## src/hdl/frlt_pkg.sv

```systemverilog
// ----------------------------------------------------------------------------
// frlt_pkg
// Shared types and constants of the failure rate lockout table.
// ----------------------------------------------------------------------------
package frlt_pkg;

	localparam int TABLE_ENTRIES_DEF = 16;
	localparam int MAX_STAMPS_DEF    = 16;

	localparam logic [15:0] WINDOW_RESET    = 16'd300;
	localparam logic [4:0]  THRESHOLD_RESET = 5'd5;
	localparam logic [15:0] LOCKOUT_RESET   = 16'd900;

	localparam logic [1:0] CMD_CHECK   = 2'd0;
	localparam logic [1:0] CMD_FAILURE = 2'd1;
	localparam logic [1:0] CMD_SUCCESS = 2'd2;

	localparam logic [1:0] REG_WINDOW    = 2'd0;
	localparam logic [1:0] REG_THRESHOLD = 2'd1;
	localparam logic [1:0] REG_LOCKOUT   = 2'd2;

	typedef struct packed {
		logic [1:0]  cmd;
		logic [31:0] client_key;
		logic [31:0] now_seconds;
	} in_item_t;

	typedef struct packed {
		logic        lock_flag;
		logic [15:0] retry_after;
		logic        table_full;
	} out_item_t;

	// controller to datapath
	typedef struct packed {
		logic load;        // capture input item, start search at entry 0
		logic scan_step;   // compare one table entry, advance
		logic read_entry;  // fetch entry state of the found/free entry
		logic read_stamp;  // read oldest stamp from memory
		logic pop_stamp;   // drop the oldest stamp
		logic clear_lock;  // wipe expired lockout and stamps
		logic alloc;       // take the free entry for a new client
		logic append;      // append now and maybe lock out
		logic release_e;   // free the entry
		logic result;      // present result
	} frlt_cmd_t;

	// datapath to controller
	typedef struct packed {
		logic [1:0] cmd;
		logic       scan_done;
		logic       found;
		logic       have_free;
		logic       locked;
		logic       lock_pending;
		logic       ring_empty;
		logic       stale;
	} frlt_stat_t;

endpackage

```

## src/hdl/frlt_ctrl.sv

```systemverilog
// ----------------------------------------------------------------------------
// frlt_ctrl
// Sequencer for one command: search, fetch, pop stale stamps, update, reply.
// ----------------------------------------------------------------------------
module frlt_ctrl (
	input  logic                 clk,
	input  logic                 arst_n,
	input  logic                 in_valid,
	output logic                 in_stall,
	output logic                 out_valid,
	input  logic                 out_stall,
	input  frlt_pkg::frlt_stat_t stat,
	output frlt_pkg::frlt_cmd_t  ctl
);
	import frlt_pkg::*;

	typedef enum logic [8:0] {
		ST_IDLE  = 9'b000000001,
		ST_SCAN  = 9'b000000010,
		ST_FETCH = 9'b000000100,
		ST_DECIDE= 9'b000001000,
		ST_RDSTP = 9'b000010000,
		ST_TEST  = 9'b000100000,
		ST_APPEND= 9'b001000000,
		ST_RESULT= 9'b010000000,
		ST_OUT   = 9'b100000000
	} state_t;

	state_t state_q, state_d;
	logic   out_busy_q;

	// input enters once the previous result is gone or leaves in the same cycle
	assign in_stall  = (state_q != ST_IDLE) || (out_busy_q && out_stall);
	assign out_valid = out_busy_q;

	always_comb begin
		state_d = state_q;
		ctl     = '0;
		case (state_q)
			ST_IDLE: begin
				if (in_valid && !in_stall) begin
					ctl.load = 1'b1;
					state_d  = ST_SCAN;
				end
			end
			ST_SCAN: begin
				if (stat.scan_done) begin
					state_d = ST_FETCH;
				end else begin
					ctl.scan_step = 1'b1;
				end
			end
			ST_FETCH: begin
				if (stat.cmd == CMD_FAILURE && !stat.found && stat.have_free) begin
					ctl.alloc = 1'b1;
					state_d   = ST_RDSTP;
				end else if (!stat.found) begin
					state_d = ST_RESULT;
				end else if (stat.cmd == CMD_SUCCESS) begin
					ctl.release_e = 1'b1;
					state_d       = ST_RESULT;
				end else if (stat.cmd == CMD_CHECK || stat.cmd == CMD_FAILURE) begin
					ctl.read_entry = 1'b1;
					state_d        = ST_DECIDE;
				end else begin
					state_d = ST_RESULT;
				end
			end
			ST_DECIDE: begin
				if (stat.cmd == CMD_CHECK && stat.locked) begin
					state_d = ST_RESULT;
				end else begin
					if (stat.cmd == CMD_CHECK && stat.lock_pending)
						ctl.clear_lock = 1'b1;
					state_d = ST_RDSTP;
				end
			end
			ST_RDSTP: begin
				ctl.read_stamp = 1'b1;
				state_d        = ST_TEST;
			end
			ST_TEST: begin
				if (!stat.ring_empty && stat.stale) begin
					ctl.pop_stamp = 1'b1;
					state_d       = ST_RDSTP;
				end else if (stat.cmd == CMD_FAILURE) begin
					state_d = ST_APPEND;
				end else begin
					state_d = ST_RESULT;
				end
			end
			ST_APPEND: begin
				ctl.append = 1'b1;
				state_d    = ST_RESULT;
			end
			ST_RESULT: begin
				ctl.result = 1'b1;
				state_d    = ST_OUT;
			end
			ST_OUT: begin
				if (!out_busy_q || !out_stall)
					state_d = ST_IDLE;
			end
			default: state_d = ST_IDLE;
		endcase
	end

	// state and output holding flag
	always_ff @(posedge clk or negedge arst_n) begin
		if (!arst_n) begin
			state_q    <= ST_IDLE;
			out_busy_q <= 1'b0;
		end else begin
			state_q <= state_d;
			if (state_q == ST_OUT && state_d == ST_IDLE)
				out_busy_q <= 1'b1;
			else if (out_busy_q && !out_stall)
				out_busy_q <= 1'b0;
		end
	end

endmodule

```

## config.mk

```make
export PLATFORM = sky130hd
export DESIGN_NAME = frlt_ctrl
export DESIGN_NICKNAME = d
export VERILOG_FILES = /design/src/hdl/frlt_pkg.sv /design/src/hdl/frlt_ctrl.sv
export SDC_FILE = /design/constraint.sdc
export NUM_CORES = 1
export LEC_CHECK = 0
export BUFFER_PORTS_ARGS = -buffer_cell sky130_fd_sc_hd__buf_2
export CORE_MARGIN = 2
export CORE_UTILIZATION = 40
export CTS_BUF_LIST = sky130_fd_sc_hd__clkbuf_4 sky130_fd_sc_hd__clkbuf_8
export CTS_CLUSTER_SIZE = 14
export DETAILED_ROUTE_END_ITERATION = 7
export HOLD_SLACK_MARGIN = 0.05
export PLACE_DENSITY = 0.62
export SKIP_LAST_GASP = 1
export SLEW_MARGIN = 5
export SYNTH_ARGS = -nofsm -noshare
export SYNTH_HDL_FRONTEND = slang
export SYNTH_SLANG_ARGS = --single-unit
```

## constraint.sdc

```tcl
create_clock -name clk -period 2.4 [get_ports clk]
set_clock_uncertainty 0.1 [all_clocks]
set_input_delay 0 -clock clk [delete_from_list [all_inputs] [get_ports clk]]
set_output_delay 0 -clock clk [all_outputs]
set_load 0.01 [all_outputs]
```

# == After elaboration in Yosys (flattened, before gate mapping) ==
# Index checks and enable logic that the tools add are counted.
# word_totals
register_bits,10
wordCells,70
in_bits,13
output_inout_bits,12
# classes
mux,36
n_eq_ne,13
reduce_logical,19
# ops
op,count
$pmux W9 S9,1
$mux W9,6
$mux W8,4
$mux W1,25
$eq A9 B1 Y1 const B,2
$eq A9 B2 Y1 const B,1
$eq A9 B3 Y1 const B,1
$eq A9 B4 Y1 const B,1
$eq A9 B5 Y1 const B,1
$eq A9 B6 Y1 const B,1
$eq A9 B7 Y1 const B,1
$eq A9 B8 Y1 const B,1
$eq A9 B9 Y1 const B,1
$logic_and A1 B1 Y1,9
$ne A9 B1 Y1 const B,1
$logic_not A1 Y1,5
$logic_or A1 B1 Y1,3
$eq A2 B1 Y1 const B,1
$eq A2 B2 Y1 const B,1
$logic_not A2 Y1,1
$reduce_bool A2 Y1,1

# == Depth between registers and ports, before layout ==
# Gate-level depths: netlist (run 1).
# logic_depth
depth_word,10
ltp_mapped,5
mapped_depth_nobuf,4

# == Worst setup path after synthesis (run 1) ==
# Ideal clock, no wire load.
# synth_timing
kind,flip-flop to flip-flop
from,reg state_q[3]
to,reg state_q[0]
t_arrival_ns,1.683
synth_period_minus_slack_ns,1.856
setup_time_ns,0.073
path_stages_with_launch,5
n_path_buf,0
path_slack_ns,0.544
t_required_ns,2.227
path_cell_list,dfrtp_1 or4_4 or4_4 o211ai_2 o2bb2ai_1
# synth_via
elab_chain_len,6
elab_cells_between_ends,15
classes_between,eq/ne: 10; mux: 2; reduce/logical: 3
# synth_rtl
element,line,source
"start, declared",frlt_ctrl.sv:29,"state_t state_q, state_d;"
"start signal, assigned",frlt_ctrl.sv:114,state_q <= state_d;
$ne A9 B1 Y1,frlt_ctrl.sv:33,assign in_stall = (state_q != ST_IDLE) || (out_busy_q && out_stall);
$logic_or A1 B1 Y1,frlt_ctrl.sv:33,
$logic_not A1 Y1,frlt_ctrl.sv:41,if (in_valid && !in_stall) begin
$logic_and A1 B1 Y1,frlt_ctrl.sv:41,
$mux W9,frlt_ctrl.sv:41,
$pmux W9 S9 *,frlt_ctrl.sv:39,case (state_q)
named net state_d[0],frlt_ctrl.sv:29,
# The timed path passes the listed nets; every way through them passes the cells marked *.
# A chain may end at the register's enable or synchronous reset.

# == Final worst setup path (run 1) ==
# layout_timing
from,reg state_q[0]
to,reg state_q[4]
# The elaborated chain is that of the path after synthesis.

==> results.cfg, run 1 <==
[floorplanning]
coreArea_sq_um = 1689
die_width_um = 46.12
start_util = 0.4200
io_pins = 25
dieArea_sq_um = 2127
fp-row-count = 15
dieHeight_um = 46.12

[detailed_routing]
drcViolationCount = 0
firstDrtPassIters = 4
initialDrtViolationCount = 14
vias = 790
ant_nets = 0
wl_per_cell_um = 12.15
wirelength_um = 1749
via_per_inst = 5.486

[power]
power.total_uw = 642.5
peakVddDrop_v = 0.0003844
internal_power_uw = 412.2
p_comb_frac = 0.403
swShare = 0.3585
p_sw_uw = 230.3
p_per_area_nw_per_um2 = 619.5
power_frac_seq = 0.357
pwr-share-clk = 0.240
leakage_uw = 0.0004847

[synth]
synthAdderAreaFrac = 0
synth_compound_area_frac = 0.1429
ys_warn_count = 0
syn_avg_cell_area_sq_um = 8.346
synth_cell_types = 28
syn_area_sq_um = 709.4
synthXorXnorAreaFrac = 0
ys_seq_area_frac = 0.3545
synth_area_leader_cell = dfrtp_1
synth_seq_cells = 10
ys_top_cells_by_count = dfrtp_1, nor2_1, nand2b_1, a21oi_1, nand3_1
synthSimpleGateAreaFrac = 0.4762
synth_cells = 85
synth_edf_count = 0
synth_area_leaders = dfrtp_1, nand2b_1, and4bb_2, nor2_1, a21oi_1
synth.net_count = 98
synth_top_family_by_area = simple AND/OR/NAND/NOR gates
synthArstFlopShare = 1.000
synth_top_area_share = 0.3175
synth_mux_area_frac = 0
synth_ff_type = dfrtp_1

[clock_tree]
ctsLongestPathBuffers = 2
cts-buffers-inserted = 3
clk_pin_slew_ps = 70
clockRootBuffer = clkbuf_4
htree_levels = 1
clock-sinks = 10
tritoncts = built
clk_latency_ps = 270

[final_layout]
finalInstanceArea_sq_um = 1037
seqCellArea_sq_um = 251.5
multi_input_area_sq_um = 446.7
area_growth_pct = 46.21
drive_gt1_frac = 0.3228
fillers = 155
num_antenna_cells = 0
nets = 141
stdcell_count = 144

[worst_setup_path]
path_max_fanout = 7
arrival_ps = 2410
cp_data_required_time_ps = 2500
path_class = flop to flop
cp-start-kind = flop
worstSetupEndpointType = flop

[placed_design]
portBuffers = 24
dp.cells = 126
place_area_sq_um = 858.3
place_congestion = 0.7169
hpwlAfterDp_um = 1265

[timing]
setup_viol = 0
worst_slew_pin_slew_ps = 443.6
slew_violations = 0
finalHoldViolCount = 0
period_needed_ps = 2302
fin_crit_sh = 0.9591
rsz0062_at_grt = no
setup_tns_ps = 0
relSlewSlack = 0.7033
fmax_mhz = 434.4
fin_hold_ws_ps = 101.5

[global_route]
grt_max_degree = 10
gr-total-overflow = 0
antenna_found_initial = 0
grt_first_pass_wirelength_um = 2891
grt_pass1_vias = 708
grt.total_usage = 0.1987

[min_path]
hold_path_class = input pin to asynchronous set/reset pin

[outcome]
outcome = finished clean

[job]
drv_cap = 0
-- metal layers --
metal,GRT usage,wire [um]
met5,0,0
met4,0.1371,25
met3,0.03529,82
met2,0.3194,841
met1,0.2373,800
-- worst max-delay path, stage by stage, from the launching register on --
cell and delay, ps:
dfstp_2 400, or4_4 580, and4bb_2 340, nor2b_2 150, o21bai_1 110, dlygate4sd3_1 560
-- area by class of cell --
cell class | instances | share of cell area
Inverter | 3 | 0.01086
Sequential cell | 10 | 0.2425
Multi-Input combinational cell | 70 | 0.4306
Clock buffer | 4 | 0.03498
Tap cell | 17 | 0.02051
Timing Repair Buffer | 40 | 0.2606
-- registers in the layout, summed over array words and instances, names as in the netlist --
signal and cells:
out_valid 1, state_q 9
-- cell usage in the layout (no fill, tap or decap), types with 2 or more instances in the layout --
cell type / Yosys / routed
nand2b_1: 7 / 7
nand3b_1: 2 / 2
dlygate4sd3_1: 0 / 12
and4bb_2: 3 / 3
nand3_1: 5 / 5
dfrtp_1: 9 / 9
clkbuf_4: 0 / 3
nor3_1: 4 / 3
nor4_1: 4 / 4
inv_1: 3 / 3
nor4b_1: 2 / 2
or4_4: 2 / 2
nand2_1: 4 / 4
buf_2: 0 / 24
a21oi_1: 6 / 6
o21bai_1: 2 / 2
nand4_1: 4 / 4
buf_4: 0 / 4
nor2_1: 9 / 9
nor2b_1: 4 / 3
o21ai_0: 3 / 3
-- through the flow --
step / setup WS, ps / util
2_1_floorplan: 544.2 / -
3_3_place_gp: 505.0 / 0.5081
3_5_place_dp: 466.3 / 0.5081
4_1_cts: 42.52 / 0.6007
5_1_grt: 7.369 / 0.6141
6_report: 98.13 / 0.6141
-- what timing repair did --
action / CTS / global route
hold buffers: 12 / 0
hold endpoints to repair: 19 / 0
endpoints found under the setup margin: 0 / 2
setup buffers: 0 / 2
gates resized for setup: 0 / 2
-- logic make-up (layout without fill, tap and decap cells) --
logic type | after synthesis | after routing
simple gates | 54 | 54
buf+inv | 5 | 47
compound gates | 16 | 16
flops | 10 | 10
-- power groups by stage --
stage / Clock [uW] / Combinational, uW / Sequential (uW)
4_1_cts: 162 / 253 / 229
3_3_place_gp: 0 / 238 / 232
6_report: 154 / 259 / 230
2_1_floorplan: 0 / 180 / 223
5_1_grt: 171 / 290 / 236
3_5_place_dp: 0 / 240 / 232
-- path summary, 6_finish.rpt --
path	startpoint	endpoint	slack [ps]	depth (start not counted)
worst max-delay path	state_q[0]	state_q[4]	100	5
worst min-delay path	arst_n	state_q[0]	100	2
worst max register to register	state_q[0]	state_q[4]	100	5
worst min register to register	out_valid	state_q[8]	480	2
max in group asynchronous	arst_n	state_q[7]	1240	3
min in group clk	stat[1]	state_q[7]	100	4
Note: power is estimated with default switching activity, not from simulation.
==> run 2, diff against run 1 <==
- CELL_PAD_IN_SITES_DETAIL_PLACEMENT: unset -> 1
- CELL_PAD_IN_SITES_GLOBAL_PLACEMENT: unset -> 1
- CORE_UTILIZATION: 40 -> 36
- PLACE_DENSITY: 0.62 -> 0.76
==> results.cfg, run 2 (synthesis gave the netlist of run 1 again) <==
[outcome]
outcome = finished clean

[worst_setup_path]
crit_start = state_q[3]
crit_path_end = state_q[6]
r2r-end = state_q[6]
cp-start-kind = flop
reg2regPathDepth = 5
ff2ff_setup_slack_ps = 140
cp_data_required_time_ps = 2520
worstSetupEndpointType = flop
path_class = flop to flop
path_max_fanout = 6
r2r_start = state_q[3]
arrival_ps = 2380

[power]
power_frac_seq = 0.355
pwr-share-clk = 0.246
peakVddDrop_v = 0.0002905
internal_power_uw = 408.7
p_per_area_nw_per_um2 = 639.8
power.total_uw = 657.2
leakage_uw = 0.0004701
p_sw_uw = 248.5
swShare = 0.3782
p_comb_frac = 0.398

[timing]
setup_viol = 0
finalHoldViolCount = 0
period_needed_ps = 2257
fmax_mhz = 443.0
worst_slew_pin_slew_ps = 449.8
rsz0062_at_grt = no
relSlewSlack = 0.6991
fin_crit_sh = 0.9406
slew_violations = 0
setup_tns_ps = 0

[detailed_routing]
ant_nets = 0
via_per_inst = 5.500
drcViolationCount = 0
wirelength_um = 2171
wl_per_cell_um = 14.28
initialDrtViolationCount = 10
vias = 836
firstDrtPassIters = 4

[global_route]
grt_pass1_vias = 885
grt.total_usage = 0.2108
gr-total-overflow = 0
grt_first_pass_wirelength_um = 3843
antenna_found_initial = 0
grt_max_degree = 12

[floorplanning]
fp-row-count = 16
dieHeight_um = 48.39
coreArea_sq_um = 1902
die_width_um = 48.39
io_pins = 25
dieArea_sq_um = 2342
start_util = 0.3730

[final_layout]
layout_commonest_cell = buf_2
finalInstanceArea_sq_um = 1027
fillers = 239
final_cell_mix = buf_2, dlygate4sd3_1, nor2_1, dfrtp_1, nand2b_1
largest_reg_flops = 9
num_antenna_cells = 0
largest-register = state_q
nets = 139
drive_gt1_frac = 0.2960
area_growth_pct = 44.80

[job]
drv_cap = 0

[clock_tree]
ctsLongestPathBuffers = 2
cts-buffers-inserted = 3
tritoncts = built
clk_latency_ps = 280
cts_resized = 0
clock-sinks = 10
htree_levels = 1
clk_pin_slew_ps = 70
clockRootBuffer = clkbuf_4

[placed_design]
place_area_sq_um = 870.8
place_congestion = 0.7041
portBuffers = 24
hpwlAfterDp_um = 1449

[min_path]
hold_path_class = input pin to flop
## run 2: changes by cell type in the layout (fill, tap and decap cells not counted), sizes merged
cell	previous run	this run
buf	28	26
## run 2: what timing repair did
action / CTS / global route
buffers inserted: 0 / 0
hold buffers: 12 / 0
endpoints found under the setup margin: 0 / 0
endpoints found under the hold margin: 18 / 0
## run 2: cell type report
class                           count  area, sq um  area share
Clock buffer                        4        36.28     0.03532
Inverter                            3        11.26     0.01096
Multi-Input combinational cell     70        439.2      0.4275
Sequential cell                    10        251.5      0.2448
Tap cell                           27        33.78     0.03289
Timing Repair Buffer               38        255.2      0.2485
## run 2: worst min-delay path by stage
| stage | start | end | cells after the start |
|---|---|---|---|
| after global routing | arst_n | state_q[0] | 2 |
| final | stat[7] | state_q[4] | 5 |
| after floorplan | arst_n | out_valid | 0 |
| after global placement | arst_n | state_q[8] | 1 |
| after CTS | arst_n | state_q[0] | 2 |
| after detailed placement | arst_n | state_q[8] | 1 |
## run 2: power by group through the flow
stage | Combinational (uW) | Sequential [uW] | Clock [uW]
after floorplan | 180 | 223 | 0
after global placement | 242 | 230 | 0
after detailed placement | 248 | 235 | 0
after CTS | 263 | 232 | 165
after global routing | 293 | 239 | 172
final | 262 | 234 | 162
## run 2: critical path, stage by stage (launching register included)
cell,delay [ps]
dfrtp_1,430
or4_4,590
and4bb_2,350
nand2_1,60
nor2_1,100
dlygate4sd3_1,560
## run 2: stage by stage
stage | hold WS, ps | setup slack [ps] | util | cells
floorplan | -395.6 | 544.2 | - | 85
global placement | -226.5 | 505.9 | 0.4579 | 136
detailed placement | -220.9 | 446.7 | 0.4579 | 136
CTS | 89.28 | 208.6 | 0.5401 | 152
global route | 127.4 | 41.78 | 0.5401 | 152
finish | 98.42 | 142.7 | 0.5401 | 152
## run 2: per-layer routing
metal  track usage  vias up  wire [um]
met5             0        -          0
met4        0.1286        0         53
met3       0.02469        4         86
met2        0.3958       25       1113
met1        0.2235      408        917
li1              -      399          -
